===== src/minimal_standard_lcg_bounded_draw_defines.svh =====
// Assertion macros used by the bounded draw generator back end.
`ifndef MINIMAL_STANDARD_LCG_BOUNDED_DRAW_DEFINES_SVH
`define MINIMAL_STANDARD_LCG_BOUNDED_DRAW_DEFINES_SVH

// Checks that cons holds in the same cycle as ante.
`define LCGBD_ASSERT_SAME(lbl, ante, cons, msg) \
  lbl: assert property (@(posedge clk_i) disable iff (!rst_ni) (ante) |-> (cons)) \
    else $error(msg);

// Checks that cons holds in the cycle after ante.
`define LCGBD_ASSERT_NEXT(lbl, ante, cons, msg) \
  lbl: assert property (@(posedge clk_i) disable iff (!rst_ni) (ante) |=> (cons)) \
    else $error(msg);

`endif


===== src/lcgbd_pkg.sv =====
// Types and constants of the minimal standard generator with bounded draws.
`timescale 1ns / 1ps
`default_nettype none
package lcgbd_pkg;

  localparam int unsigned LCGBD_QUEUE_DEPTH = 2;

  localparam int unsigned STATE_W     = 31;
  localparam int unsigned BOUND_W     = 32;
  localparam int unsigned SEED_W      = 31;
  localparam int unsigned VALUE_W     = 31;
  localparam int unsigned MULT_W      = 15;
  localparam int unsigned PROD_W      = STATE_W + MULT_W;
  localparam int unsigned IN_TDATA_W  = 64;
  localparam int unsigned OUT_TDATA_W = 32;
  localparam int unsigned DIV_STEPS   = STATE_W;

  localparam logic [MULT_W-1:0]  LCG_MULT    = 15'd16807;
  localparam logic [STATE_W-1:0] LCG_MODULUS = 31'h7FFF_FFFF;
  localparam logic [STATE_W-1:0] LCG_MASK    = 31'd123459876;

  typedef enum logic {
    REQ_DRAW = 1'b0,
    REQ_SEED = 1'b1
  } req_e;

  typedef enum logic [1:0] {
    OP_DRAW = 2'd0,
    OP_ZERO = 2'd1,
    OP_SEED = 2'd2
  } op_e;

  // Draw: operand is the positive bound. Reseed: operand is the new state.
  typedef struct packed {
    op_e                op;
    logic [STATE_W-1:0] operand;
  } cmd_t;

endpackage
`default_nettype wire


===== src/lcgbd_front.sv =====
// Front end: classifies incoming items and forms the command for the queue.
`timescale 1ns / 1ps
`default_nettype none
module lcgbd_front (
  input  wire logic                               s_tvalid_i,
  output logic                                    s_tready_o,
  input  wire logic [lcgbd_pkg::IN_TDATA_W-1:0]   s_tdata_i,
  input  wire logic                               s_tuser_i,
  input  wire logic                               full_i,
  output logic                                    push_o,
  output lcgbd_pkg::cmd_t                         cmd_o
);
  import lcgbd_pkg::*;

  logic [BOUND_W-1:0] bound;
  logic [SEED_W-1:0]  seed;
  logic [SEED_W-1:0]  seed_eff;

  assign bound = s_tdata_i[BOUND_W-1:0];
  assign seed  = s_tdata_i[BOUND_W+SEED_W-1:BOUND_W];

  // A seed equal to the mask would give an all-zero state, so it maps to zero first.
  assign seed_eff = (seed == LCG_MASK) ? '0 : seed;

  assign s_tready_o = !full_i;
  assign push_o     = s_tvalid_i && !full_i;

  always_comb begin
    if (s_tuser_i == REQ_SEED) begin
      cmd_o.op      = OP_SEED;
      cmd_o.operand = seed_eff ^ LCG_MASK;
    end else if (!bound[BOUND_W-1] && (bound != '0)) begin
      cmd_o.op      = OP_DRAW;
      cmd_o.operand = bound[STATE_W-1:0];
    end else begin
      cmd_o.op      = OP_ZERO;
      cmd_o.operand = '0;
    end
  end

endmodule
`default_nettype wire


===== src/lcgbd_fifo.sv =====
// Short command queue between the front end and the back end.
`timescale 1ns / 1ps
`default_nettype none
module lcgbd_fifo #(
  parameter int unsigned Depth = lcgbd_pkg::LCGBD_QUEUE_DEPTH
) (
  input  wire logic            clk_i,
  input  wire logic            rst_ni,
  input  wire logic            push_i,
  input  wire lcgbd_pkg::cmd_t cmd_i,
  output logic                 full_o,
  input  wire logic            pop_i,
  output logic                 empty_o,
  output lcgbd_pkg::cmd_t      cmd_o
);
  import lcgbd_pkg::*;

  localparam int unsigned PtrW = (Depth > 1) ? $clog2(Depth) : 1;
  localparam int unsigned CntW = $clog2(Depth + 1);

  cmd_t            mem_q [Depth];
  logic [PtrW-1:0] wr_ptr_q, wr_ptr_d;
  logic [PtrW-1:0] rd_ptr_q, rd_ptr_d;
  logic [CntW-1:0] cnt_q, cnt_d;
  logic            do_push, do_pop;

  assign full_o  = (cnt_q == CntW'(Depth));
  assign empty_o = (cnt_q == '0);
  assign do_push = push_i && !full_o;
  assign do_pop  = pop_i && !empty_o;
  assign cmd_o   = mem_q[rd_ptr_q];

  always_comb begin
    wr_ptr_d = wr_ptr_q;
    rd_ptr_d = rd_ptr_q;
    cnt_d    = cnt_q;
    if (do_push) begin
      wr_ptr_d = (wr_ptr_q == PtrW'(Depth - 1)) ? '0 : wr_ptr_q + 1'b1;
    end
    if (do_pop) begin
      rd_ptr_d = (rd_ptr_q == PtrW'(Depth - 1)) ? '0 : rd_ptr_q + 1'b1;
    end
    if (do_push && !do_pop) begin
      cnt_d = cnt_q + 1'b1;
    end else if (do_pop && !do_push) begin
      cnt_d = cnt_q - 1'b1;
    end
  end

  always_ff @(posedge clk_i or negedge rst_ni) begin
    if (!rst_ni) begin
      wr_ptr_q <= '0;
      rd_ptr_q <= '0;
      cnt_q    <= '0;
    end else begin
      wr_ptr_q <= wr_ptr_d;
      rd_ptr_q <= rd_ptr_d;
      cnt_q    <= cnt_d;
    end
  end

  always_ff @(posedge clk_i) begin
    if (do_push) begin
      mem_q[wr_ptr_q] <= cmd_i;
    end
  end

endmodule
`default_nettype wire


===== src/lcgbd_back.sv =====
// Back end: generator state, state advance, remainder by the bound and the output register.
`timescale 1ns / 1ps
`default_nettype none
`include "minimal_standard_lcg_bounded_draw_defines.svh"
module lcgbd_back (
  input  wire logic                                clk_i,
  input  wire logic                                rst_ni,
  input  wire logic                                empty_i,
  input  wire lcgbd_pkg::cmd_t                     cmd_i,
  output logic                                     pop_o,
  output logic                                     m_tvalid_o,
  input  wire logic                                m_tready_i,
  output logic [lcgbd_pkg::OUT_TDATA_W-1:0]        m_tdata_o
);
  import lcgbd_pkg::*;

  localparam int unsigned CntW = $clog2(DIV_STEPS);

  typedef enum logic [4:0] {
    S_IDLE = 5'b00001,
    S_MUL  = 5'b00010,
    S_FOLD = 5'b00100,
    S_DIV  = 5'b01000,
    S_DONE = 5'b10000
  } fsm_e;

  fsm_e               fsm_q, fsm_d;
  logic [STATE_W-1:0] state_q, state_d;
  logic [STATE_W-1:0] bound_q, bound_d;
  logic [PROD_W-1:0]  prod_q, prod_d;
  logic [STATE_W-1:0] dvd_q, dvd_d;
  logic [STATE_W-1:0] rem_q, rem_d;
  logic [CntW-1:0]    cnt_q, cnt_d;
  logic               out_valid_q, out_valid_d;
  logic [VALUE_W-1:0] out_data_q, out_data_d;

  logic               out_free;
  logic [STATE_W:0]   fold_sum;
  logic [STATE_W:0]   fold_sub;
  logic [STATE_W-1:0] fold_res;
  logic [STATE_W:0]   trial;
  logic [STATE_W:0]   trial_sub;
  logic               trial_ge;

  assign out_free = !out_valid_q || m_tready_i;

  // 2^31 is 1 modulo 2^31-1, so the high part of the product folds onto the low part.
  assign fold_sum = {1'b0, prod_q[STATE_W-1:0]} + (STATE_W + 1)'(prod_q[PROD_W-1:STATE_W]);
  assign fold_sub = fold_sum - {1'b0, LCG_MODULUS};
  assign fold_res = (fold_sum >= {1'b0, LCG_MODULUS}) ? fold_sub[STATE_W-1:0]
                                                      : fold_sum[STATE_W-1:0];

  // One restoring division step; the partial remainder always stays below the bound.
  assign trial     = {rem_q, dvd_q[STATE_W-1]};
  assign trial_sub = trial - {1'b0, bound_q};
  assign trial_ge  = (trial >= {1'b0, bound_q});

  always_comb begin
    fsm_d       = fsm_q;
    state_d     = state_q;
    bound_d     = bound_q;
    prod_d      = prod_q;
    dvd_d       = dvd_q;
    rem_d       = rem_q;
    cnt_d       = cnt_q;
    out_valid_d = out_valid_q && !m_tready_i;
    out_data_d  = out_data_q;
    pop_o       = 1'b0;
    case (fsm_q)
      S_IDLE: begin
        if (!empty_i) begin
          case (cmd_i.op)
            OP_DRAW: begin
              pop_o   = 1'b1;
              bound_d = cmd_i.operand;
              fsm_d   = S_MUL;
            end
            OP_ZERO: begin
              if (out_free) begin
                pop_o       = 1'b1;
                out_valid_d = 1'b1;
                out_data_d  = '0;
              end
            end
            OP_SEED: begin
              if (out_free) begin
                pop_o       = 1'b1;
                state_d     = cmd_i.operand;
                out_valid_d = 1'b1;
                out_data_d  = '0;
              end
            end
            default: begin
              pop_o = 1'b1;
            end
          endcase
        end
      end
      S_MUL: begin
        prod_d = PROD_W'(LCG_MULT) * PROD_W'(state_q);
        fsm_d  = S_FOLD;
      end
      S_FOLD: begin
        state_d = fold_res;
        dvd_d   = fold_res;
        rem_d   = '0;
        cnt_d   = '0;
        fsm_d   = S_DIV;
      end
      S_DIV: begin
        rem_d = trial_ge ? trial_sub[STATE_W-1:0] : trial[STATE_W-1:0];
        dvd_d = {dvd_q[STATE_W-2:0], 1'b0};
        cnt_d = cnt_q + 1'b1;
        if (cnt_q == CntW'(DIV_STEPS - 1)) begin
          fsm_d = S_DONE;
        end
      end
      S_DONE: begin
        if (out_free) begin
          out_valid_d = 1'b1;
          out_data_d  = rem_q;
          fsm_d       = S_IDLE;
        end
      end
      default: begin
        fsm_d = S_IDLE;
      end
    endcase
  end

  always_ff @(posedge clk_i or negedge rst_ni) begin
    if (!rst_ni) begin
      fsm_q       <= S_IDLE;
      state_q     <= LCG_MASK;
      cnt_q       <= '0;
      out_valid_q <= 1'b0;
    end else begin
      fsm_q       <= fsm_d;
      state_q     <= state_d;
      cnt_q       <= cnt_d;
      out_valid_q <= out_valid_d;
    end
  end

  always_ff @(posedge clk_i) begin
    bound_q    <= bound_d;
    prod_q     <= prod_d;
    dvd_q      <= dvd_d;
    rem_q      <= rem_d;
    out_data_q <= out_data_d;
  end

  assign m_tvalid_o = out_valid_q;
  assign m_tdata_o  = OUT_TDATA_W'(out_data_q);

  `LCGBD_ASSERT_NEXT(a_state_reduced, fsm_q == S_FOLD, state_q != LCG_MODULUS, "state not reduced")
  `LCGBD_ASSERT_SAME(a_rem_below_bound, fsm_q == S_DIV, rem_q < bound_q, "remainder above bound")
  `LCGBD_ASSERT_SAME(a_cnt_range, fsm_q == S_DIV, cnt_q < CntW'(DIV_STEPS), "step count overrun")
  `LCGBD_ASSERT_NEXT(a_draw_start, pop_o && (cmd_i.op == OP_DRAW), fsm_q == S_MUL, "draw not started")

endmodule
`default_nettype wire


===== src/minimal_standard_lcg_bounded_draw.sv =====
// Top level of the minimal standard generator with bounded draws.
//
// Input channel s_axis: tuser selects the request (0 = draw, 1 = reseed),
// tdata carries the signed bound in bits 31:0 and the seed in bits 62:32.
// Output channel m_axis: tdata bits 30:0 hold the value; one item per request.
// A draw with a positive bound advances the state to 16807 * state mod (2^31-1)
// and returns the new state modulo the bound. A draw with a bound of zero or
// below, and a reseed, return 0.
// Items enter a short command queue; the back end takes one command at a time.
// A positive draw runs through the back end in order: one multiply, one reduction,
// 31 restoring division steps and one output load, and the back end takes no new
// command until the draw is done. Zero draws and reseeds load the output
// register straight from the idle state when it is free.
// Reset empties the queue and loads the state with 123459876.
// When the receiver stalls, the output register holds its item, the back end
// waits, and the queue keeps taking items until it is full.
`timescale 1ns / 1ps
`default_nettype none
module minimal_standard_lcg_bounded_draw #(
  parameter int unsigned QueueDepth = lcgbd_pkg::LCGBD_QUEUE_DEPTH
) (
  input  wire logic                               clk_i,
  input  wire logic                               rst_ni,
  input  wire logic                               s_axis_tvalid_i,
  output logic                                    s_axis_tready_o,
  // bound [31:0], seed [62:32], zero [63]
  input  wire logic [lcgbd_pkg::IN_TDATA_W-1:0]   s_axis_tdata_i,
  // req_type [0]
  input  wire logic [0:0]                         s_axis_tuser_i,
  output logic                                    m_axis_tvalid_o,
  input  wire logic                               m_axis_tready_i,
  // value [30:0], zero [31]
  output logic [lcgbd_pkg::OUT_TDATA_W-1:0]       m_axis_tdata_o
);
  import lcgbd_pkg::*;

  logic push;
  logic full;
  logic pop;
  logic empty;
  cmd_t cmd_in;
  cmd_t cmd_out;

  lcgbd_front u_front (
    .s_tvalid_i (s_axis_tvalid_i),
    .s_tready_o (s_axis_tready_o),
    .s_tdata_i  (s_axis_tdata_i),
    .s_tuser_i  (s_axis_tuser_i[0]),
    .full_i     (full),
    .push_o     (push),
    .cmd_o      (cmd_in)
  );

  lcgbd_fifo #(
    .Depth (QueueDepth)
  ) u_fifo (
    .clk_i   (clk_i),
    .rst_ni  (rst_ni),
    .push_i  (push),
    .cmd_i   (cmd_in),
    .full_o  (full),
    .pop_i   (pop),
    .empty_o (empty),
    .cmd_o   (cmd_out)
  );

  lcgbd_back u_back (
    .clk_i      (clk_i),
    .rst_ni     (rst_ni),
    .empty_i    (empty),
    .cmd_i      (cmd_out),
    .pop_o      (pop),
    .m_tvalid_o (m_axis_tvalid_o),
    .m_tready_i (m_axis_tready_i),
    .m_tdata_o  (m_axis_tdata_o)
  );

endmodule
`default_nettype wire


===== config.mk =====
export PLATFORM = sky130hd
export DESIGN_NAME = minimal_standard_lcg_bounded_draw
export DESIGN_NICKNAME = d
export VERILOG_FILES = /design/src/lcgbd_pkg.sv /design/src/lcgbd_front.sv /design/src/lcgbd_fifo.sv /design/src/lcgbd_back.sv /design/src/minimal_standard_lcg_bounded_draw.sv
export VERILOG_INCLUDE_DIRS = /design/src /design/src/src
export SDC_FILE = /design/constraint.sdc
export NUM_CORES = 1
export LEC_CHECK = 0
export BUFFER_PORTS_ARGS = -buffer_cell sky130_fd_sc_hd__buf_4
export CORE_MARGIN = 2
export CORE_UTILIZATION = 50
export CTS_BUF_LIST = sky130_fd_sc_hd__clkbuf_8
export DETAILED_ROUTE_END_ITERATION = 7
export PLACE_DENSITY = 0.67
export REMOVE_ABC_BUFFERS = 1
export SYNTH_ARGS = -nofsm -noshare
export SYNTH_HDL_FRONTEND = slang
export SYNTH_SLANG_ARGS = --single-unit

===== constraint.sdc =====
create_clock -name clk_i -period 11.8 [get_ports clk_i]
set_clock_uncertainty 0.1 [all_clocks]
set_input_delay 2.95 -clock clk_i [delete_from_list [all_inputs] [get_ports clk_i]]
set_output_delay 2.95 -clock clk_i [all_outputs]
set_load 0.02 [all_outputs]

After elaboration in Yosys (flattened, before gate mapping). Memory sizes are Yosys's and may differ from the RTL's. Index checks and enable logic that the tools add are counted. Widths: inputs -> output; s select.

Output and inout port bits: 34. Register bits after elaboration: 216. Logic and storage cells: 106. Memory bits (writable): 66. Input bits: 69. Memories: 1.

Bitwise operators: 2. Mux-type cells: 36. $add $sub $neg: 8. Reductions and logical operators: 27. Multipliers: 1. $lt $le $gt $ge: 2. Eq/ne operators: 17.

Memories: u_fifo.mem_q (words 2, bits a word 33, read ports 1, clocked after memory_dff 0, wr ports 1, RTL line lcgbd_fifo.sv:21) `cmd_t mem_q [Depth];`.

Operators by type and width (count): $mux 31 (10); $pmux 31 s2 (4); $mul 15x31->46 const A (1); $mux 33 (1); $add 31x15->32 (1); $ge 32x31->1 (1); $ge 32x31->1 const B (1); $mux 32 (1); $reduce_bool 32->1 (1); $eq 31x27->1 const B (1); $sub 31x31->31 (1); $sub 31x31->31 const B (1); $pmux 5 s5 (1); $mux 5 (4); $not 15->15 (1); $mux 1 (11); $eq 5x5->1 const B (2); $pmux 5 s2 (1); $ne 2x2->1 const B (4); $reduce_and 4->1 (2); $reduce_bool 2->1 (4); $logic_and 1x1->1 (7); $logic_not 1->1 (7); $ne 2x1->1 const B (3); 18 further kinds (22).

Depth between registers and ports, before layout. Gate-level depths: netlist (run 1).

Word-level depth: 10. Mapped depth: 24. Mapped depth without buffers: 23.

Hierarchy. A second synthesis (run 1) with hierarchy kept.

Cell total of the unflattened synthesis: 2038. Area, all modules: 22360.2 sq um.

By module, submodules not included: lcgbd_back (times used 1, area an instance 19000.7 sq um, cells an instance 1835, sequential area each 6175.9 sq um); lcgbd_fifo (times used 1, area an instance 2730.1 sq um, cells an instance 122, sequential area each 2082.0 sq um); lcgbd_front (times used 1, area an instance 629.4 sq um, cells an instance 81, sequential area each 0.0 sq um).

Worst setup path before layout (run 1). OpenSTA, ideal clock, no wires.

Path kind: reg2reg. From: register u_back.state_q[14]. To: register u_back.prod_q[37] (data pin). Slack: 5509 ps. Path buffers: 0. Required time: 11493 ps. Clock period less this slack: 6291 ps. Stages on the path, launching flop included: 24. Library setup time: 207 ps. Arrival time: 5984 ps. Cell sequence: dfstp_2 > inv_1 > fa_1 > inv_1 > ha_1 > fa_1 > inv_1 > fa_1 > inv_1 > fa_1 > inv_1 > fa_1 > inv_1 > ha_1 > nand3_1 > nor2_1 > a221o_1 > a211oi_1 > a21oi_1 > nor3_1 > o31ai_1 > a221o_1 > mux2i_1 > a2111oi_0.

Longest elaborated chain between the ends: 1.

Ends and longest elaborated chain: start: declaration (RTL line lcgbd_back.sv:28) `logic [STATE_W-1:0] state_q, state_d;`; start signal: assignment (RTL line lcgbd_back.sv:139) `state_q <= state_d;`; $mul 15x31->46 (RTL line lcgbd_back.sv:100) `prod_d = PROD_W'(LCG_MULT) * PROD_W'(state_q);`; end signal: assignment (RTL line lcgbd_back.sv:147) `prod_q <= prod_d;`; end: declaration (RTL line lcgbd_back.sv:30) `logic [PROD_W-1:0] prod_q, prod_d;`.

No other way between the ends. A chain may end at the register's enable or synchronous reset.

Worst setup path in the final report (run 1).
From: register u_back.state_q[13]. To: register u_back.prod_q[37] (data pin).

The elaborated chain is that of the path after synthesis.

==> results.json, run 1 <==
{
  "rsz0062_at_grt": "false",
  "pin_count": 103,
  "die-area_um2": 46200,
  "dr_total_vias": 16100,
  "cts_made_buffers": 49,
  "finalHoldViolCount": 0,
  "crit_buf_inv": 6,
  "seq_area_frac_synth_pct": 37.1,
  "gr-total-overflow": 0,
  "ys_top_cells_by_area": "edfxtp_1 (32%), ha_1 (13%), fa_1 (12%)",
  "startpoint": "u_back.state_q[13]",
  "start_util_pct": 50.5,
  "post_dp_cell_area_um2": 23700,
  "wl_per_cell_um": 19.1,
  "place.gp.congestion": 0.992,
  "crit_fanout": 6,
  "core.rowCount": 77,
  "fillerInstances": 3869,
  "clockBufferDepth": 3,
  "core_region_area_um2": 44100,
  "cp-end-kind": "flip-flop",
  "die_x_um": 215,
  "fin_area_um2": 24800,
  "cts.clk_slew.worst_paths_ns": 0.06,
  "relSlewSlack_pct": 26.3,
  "ys_seq_elements": 282,
  "grt_max_degree": 63,
  "grt_antenna_before_repair": 0,
  "routed_wirelength_um": 54600,
  "setup_violations": 0,
  "clk_latency_ns": 0.64,
  "h-tree-depth": 2,
  "cts_resized": 0,
  "endpoint": "u_back.prod_q[37]",
  "syn_area_per_cell_um2": 10.5,
  "numPortBuffers": 100,
  "syn_inst": 2114,
  "tritoncts": "done",
  "postLayoutCoreUtil_pct": 56.1,
  "arrival_ns": 7.48,
  "dieHeight_um": 215,
  "areaGrowthSynthToFinish_pct": 11.2,
  "crit_required_ns": 12.09,
  "setup_slack_ns": 4.61,
  "drt_iter0_markers": 1038,
  "reg2reg_to": "u_back.prod_q[37]",
  "crit_top_cell": "inv_1",
  "synth_top_area_share_pct": 31.8,
  "synth-edff-count": 236,
  "postCtsSetupRepairBufs": 0,
  "r2r-start": "u_back.state_q[13]",
  "dpl.hpwl_um": 43400,
  "reg2reg_depth": 23,
  "path_class": "flip-flop to flip-flop",
  "routed_via_density": 5.61,
  "critical_path.top_delay_family": "adder cells",
  "synthDistinctLibCells": 81,
  "finalCritPeriodShare_pct": 61.0,
  "mostFrequentLayoutCell": "inv_1",
  "slew_violations": 0,
  "synth_area_leader_cell": "edfxtp_1",
  "slowest_delay_ns": 0.64,
  "grt_pass1_wl_um": 87700,
  "ff2ff_setup_slack_ns": 4.61,
  "grt_pass1_vias": 16300,
  "cts_hold_buf": 0,
  "status": "finished clean",
  "layout_common_cells": "inv_1 (369), ha_1 (239), edfxtp_1 (236)",
  "cap_violations": 0,
  "yosys_warnings": 0,
  "final_layout_size_suffix_gt1_share_pct": 11.7,
  "min_path_type": "flip-flop to flip-flop",
  "start_kind": "flip-flop",
  "drtAntennaViolNets": 0,
  "worstSetupPathDepth": 23,
  "clk_root_buffer_cell": "clkbuf_8",
  "synth_area_um2": 22300,
  "critPathSlowestCell": "dfrtp_1",
  "dp_slack_ns": 4.61,
  "worstMarginPinSlew_ns": 1.09,
  "diodes": 0,
  "period_needed_ns": 7.19,
  "synthArstFlopShare_pct": 16.3,
  "synth_flop_cell": "edfxtp_1",
  "setup_tns_ns": 0,
  "cp_cell_sequence": "inv_1 > fa_1 > inv_1 > ha_1 > fa_1 > inv_1 > fa_1 > inv_1 > fa_1 > inv_1 > fa_1 > inv_1 > ha_1 > nand3_1 > nor2_1 > a221o_1 > a211oi_1 > a21oi_1 > nor3_1 > o31ai_1 > a221o_1 > mux2i_1 > a2111oi_0",
  "drt_pre_antenna_iters": 6,
  "grt_usage_pct": 24.0,
  "fmax_mhz": 139,
  "nets": 2674,
  "cts.sink_count": 282,
  "drc": 0
}
-- worst register-to-register path: cells and delay by family (launching register included) --
family	cells	cell delay [ns]
multiplexers	1	0.13
AND/OR/NAND/NOR	3	0.43
AO/OA/AOI/OAI	6	1.91
flip-flops	1	0.64
buffers and inverters	6	0.47
adder cells (fa/ha/maj)	7	3.27
-- flip-flops by register name, indices dropped and copies added, names as in the netlist --
signal and count:
u_back.bound_q 31, u_back.cnt_q 5, u_back.dvd_q 31, u_back.fsm_q 5, u_back.m_tvalid_o 1, u_back.out_data_q 31
u_back.prod_q 46, u_back.rem_q 31, u_back.state_q 31, u_fifo.cnt_q 2, u_fifo.mem_q 66, u_fifo.rd_ptr_q 1
u_fifo.wr_ptr_q 1
-- how the worst min path moves through the flow --
stage	start	end	slack (ns)	cells past startpoint
global route	u_fifo.rd_ptr_q	u_fifo.rd_ptr_q	0.40	1
floorplan	u_fifo.wr_ptr_q	u_fifo.wr_ptr_q	0.36	1
detailed placement	u_fifo.rd_ptr_q	u_fifo.rd_ptr_q	0.37	1
global placement	u_fifo.rd_ptr_q	u_fifo.rd_ptr_q	0.36	1
CTS	u_fifo.rd_ptr_q	u_fifo.rd_ptr_q	0.38	1
finish	u_fifo.rd_ptr_q	u_fifo.rd_ptr_q	0.38	1
-- cells by family (layout without fill, tap and decap cells) --
group,count (synthesis),after routing,share of synthesized area [%]
AO/OA/AOI/OAI,410,410,12.1
flip-flops,282,282,37.1
AND/OR/NAND/NOR,470,470,10.8
multiplexers,82,82,3.88
adder cells (fa/ha/maj),374,374,25.6
XOR/XNOR,97,97,3.81
other,1,1,0.0168
buffers and inverters,398,555,6.75
-- through the flow --
stage          hold WS (ns)  std cells
3_3_place_gp          0.363       2772
4_1_cts               0.380       2863
6_report              0.377       2863
5_1_grt               0.396       2863
2_1_floorplan         0.361       2065
3_5_place_dp          0.372       2772
-- Yosys cell counts, drive strengths merged, types with 18 or more instances --
cell type  number
inv           349
ha            239
edfxtp        236
fa            135
a21oi         125
nor2          119
nand2         104
o21ai          74
xnor2          55
nand3          49
mux2i          48
and2           47
a21o           42
xor2           42
clkbuf         40
mux2           34
dfrtp          30
nor3           28
a211oi         24
and3           23
o21a           19
nor2b          18
-- metal layers --
metal	routed length, um	vias up	GRT usage [%]
met5	0	-	0
met4	1390	0	6.53
met3	2700	91	3.61
met2	26600	422	41.6
met1	23900	7925	31.4
li1	-	7615	-
-- layout make-up --
class / instances / area (um^2) / area share, %
clock buffer: 59 / 812 / 3.28
timing repair buffer: 115 / 863 / 3.49
multi-input combinational: 1434 / 12600 / 50.7
clock inverter: 32 / 219 / 0.884
tap: 592 / 741 / 2.99
inverter: 349 / 1310 / 5.29
sequential: 282 / 8260 / 33.4
Power of run 1 is left out: the tool's default activity adds up to more than one toggle a clock period on the data nets, which glitch-free logic cannot reach.
==> run 2: changes to the inputs <==
==> constraint.sdc (replaced) <==
create_clock -name clk_i -period 7.4 [get_ports clk_i]
set_clock_uncertainty 0.1 [all_clocks]
set_input_delay 1.85 -clock clk_i [delete_from_list [all_inputs] [get_ports clk_i]]
set_output_delay 1.85 -clock clk_i [all_outputs]
set_load 0.02 [all_outputs]
==> results.json, run 2 (synthesis gave the netlist of run 1 again) <==
{
  "cp_cell_sequence": "inv_1 > fa_1 > inv_1 > ha_1 > fa_1 > inv_1 > fa_1 > inv_1 > fa_1 > inv_1 > fa_1 > inv_1 > ha_1 > nand3_1 > nor2_1 > a221o_1 > a211oi_2 > a21oi_1 > nor3_1 > o31ai_1 > a221o_1 > mux2i_1 > a2111oi_1",
  "finalHoldViolCount": 0,
  "dieHeight_um": 215,
  "postCtsSetupRepairBufs": 0,
  "largestRegisters": "u_fifo.mem_q x66, u_back.prod_q x46",
  "drt_pre_antenna_iters": 6,
  "routed_via_density": 5.64,
  "cts_made_buffers": 49,
  "crit_top_cell": "inv_1",
  "fmax_mhz": 145,
  "final_layout_size_suffix_gt1_share_pct": 12.0,
  "setup_violations": 0,
  "worstMarginPinSlew_ns": 1.34,
  "path_class": "flip-flop to flip-flop",
  "grt_antenna_before_repair": 0,
  "wl_per_cell_um": 19.4,
  "gr-total-overflow": 0,
  "top_register": "u_fifo.mem_q",
  "cts.sink_count": 282,
  "hold_ws_ns": 0.392,
  "crit_required_ns": 7.73,
  "grt_pass1_wl_um": 89200,
  "start_kind": "flip-flop",
  "relSlewSlack_pct": 9.42,
  "layout_common_cells": "inv_1 (370), ha_1 (239), edfxtp_1 (236)",
  "nets": 2680,
  "period_needed_ns": 6.91,
  "drt_iter0_markers": 1185,
  "status": "finished clean",
  "fillerInstances": 3862,
  "die-area_um2": 46200,
  "fin_area_um2": 24700,
  "cp-end-kind": "flip-flop",
  "mostFrequentLayoutCell": "inv_1",
  "start_util_pct": 50.5,
  "post_dp_cell_area_um2": 23800,
  "pin_count": 103,
  "core_region_area_um2": 44100,
  "numPortBuffers": 100,
  "seqCellArea_um2": 8260,
  "min_path_type": "flip-flop to flip-flop",
  "arrival_ns": 7.24,
  "place_inst": 2778,
  "grt_pass1_vias": 16600,
  "slowest_delay_ns": 0.68,
  "dpl.hpwl_um": 43800,
  "slew_violations": 0,
  "cap_violations": 0,
  "dr_total_vias": 16200,
  "grt_max_degree": 63,
  "largest_reg_flops": 66,
  "final-instance-count-excl-fill": 2870,
  "place.gp.congestion": 1.00,
  "tritoncts": "done",
  "diodes": 0,
  "grt_usage_pct": 24.5,
  "drtAntennaViolNets": 0,
  "critPathSlowestCell": "dfstp_2",
  "routed_wirelength_um": 55600,
  "areaGrowthSynthToFinish_pct": 11.1,
  "finalCritPeriodShare_pct": 93.3,
  "die_x_um": 215,
  "postLayoutCoreUtil_pct": 56.1,
  "cts.clk_slew.worst_paths_ns": 0.06,
  "clk_latency_ns": 0.66,
  "drc": 0,
  "clockBufferDepth": 3,
  "clk_root_buffer_cell": "clkbuf_8",
  "core.rowCount": 77,
  "crit_fanout": 6,
  "h-tree-depth": 2,
  "multi_input_area_um2": 12600
}
==> run 2: changes by cell type in the layout (fill, tap and decap cells not counted), sizes merged <==
cell      before  now
buf          115  121
bufinv         3    0
clkbuf        59   58
clkinv         6    8
clkinvlp       0    2
inv          372  373
==> run 2: path summary, 6_finish.rpt <==
| kind | from | endpoint | slack, ns | cells past startpoint |
|---|---|---|---|---|
| max | u_back.state_q[15] | u_back.prod_q[37] | 0.49 | 23 |
| min | u_fifo.cnt_q[1] | u_fifo.cnt_q[1] | 0.39 | 1 |
| max reg2reg | u_back.state_q[15] | u_back.prod_q[37] | 0.49 | 23 |
| min reg2reg | u_fifo.cnt_q[1] | u_fifo.cnt_q[1] | 0.39 | 1 |
| max in group asynchronous | rst_ni | u_back.state_q[4] | 5.61 | 1 |
| min in group asynchronous | rst_ni | u_fifo.wr_ptr_q | 1.13 | 1 |
==> run 2: through the flow <==
stage / setup TNS [ns] / setup slack, ns
after detailed placement: 0 / 0.362
after global placement: 0 / 0.425
after global routing: -0.0106 / -0.0106
after floorplan: 0 / 1.11
after CTS: 0 / 0.386
final: 0 / 0.493
==> run 2: layer usage <==
| metal | vias up | GRT usage [%] | routed length (um) |
|---|---|---|---|
| li1 | 7629 | - | - |
| met1 | 7947 | 32.3 | 23900 |
| met2 | 499 | 41.5 | 26600 |
| met3 | 104 | 2.80 | 3080 |
| met4 | 0 | 9.63 | 1970 |
| met5 | - | 0 | 0 |
==> run 2: timing repair <==
item | in CTS | in global routing
endpoints found under the setup margin | 0 | 1
hold buffers | 0 | 0
resized for setup | 0 | 2
==> run 2: final cells by class <==
type,count,share of cell area [%]
Sequential cell,282,33.4
Multi-Input combinational cell,1434,50.8
Timing Repair Buffer,121,3.67
Clock inverter,34,0.662
Clock buffer,58,3.23
Tap cell,592,2.99
Inverter,349,5.29
==> run 2: critical path, delay by kind of cell, from the launching register on <==
kind,cells,cell delay [ns]
adder cells (fa/ha/maj),7,3.20
AO/OA/AOI/OAI,6,1.75
flip-flops,1,0.68
AND/OR/NAND/NOR,3,0.42
multiplexers,1,0.14
buffers and inverters,6,0.42
Power of run 2 is left out for the same reason.
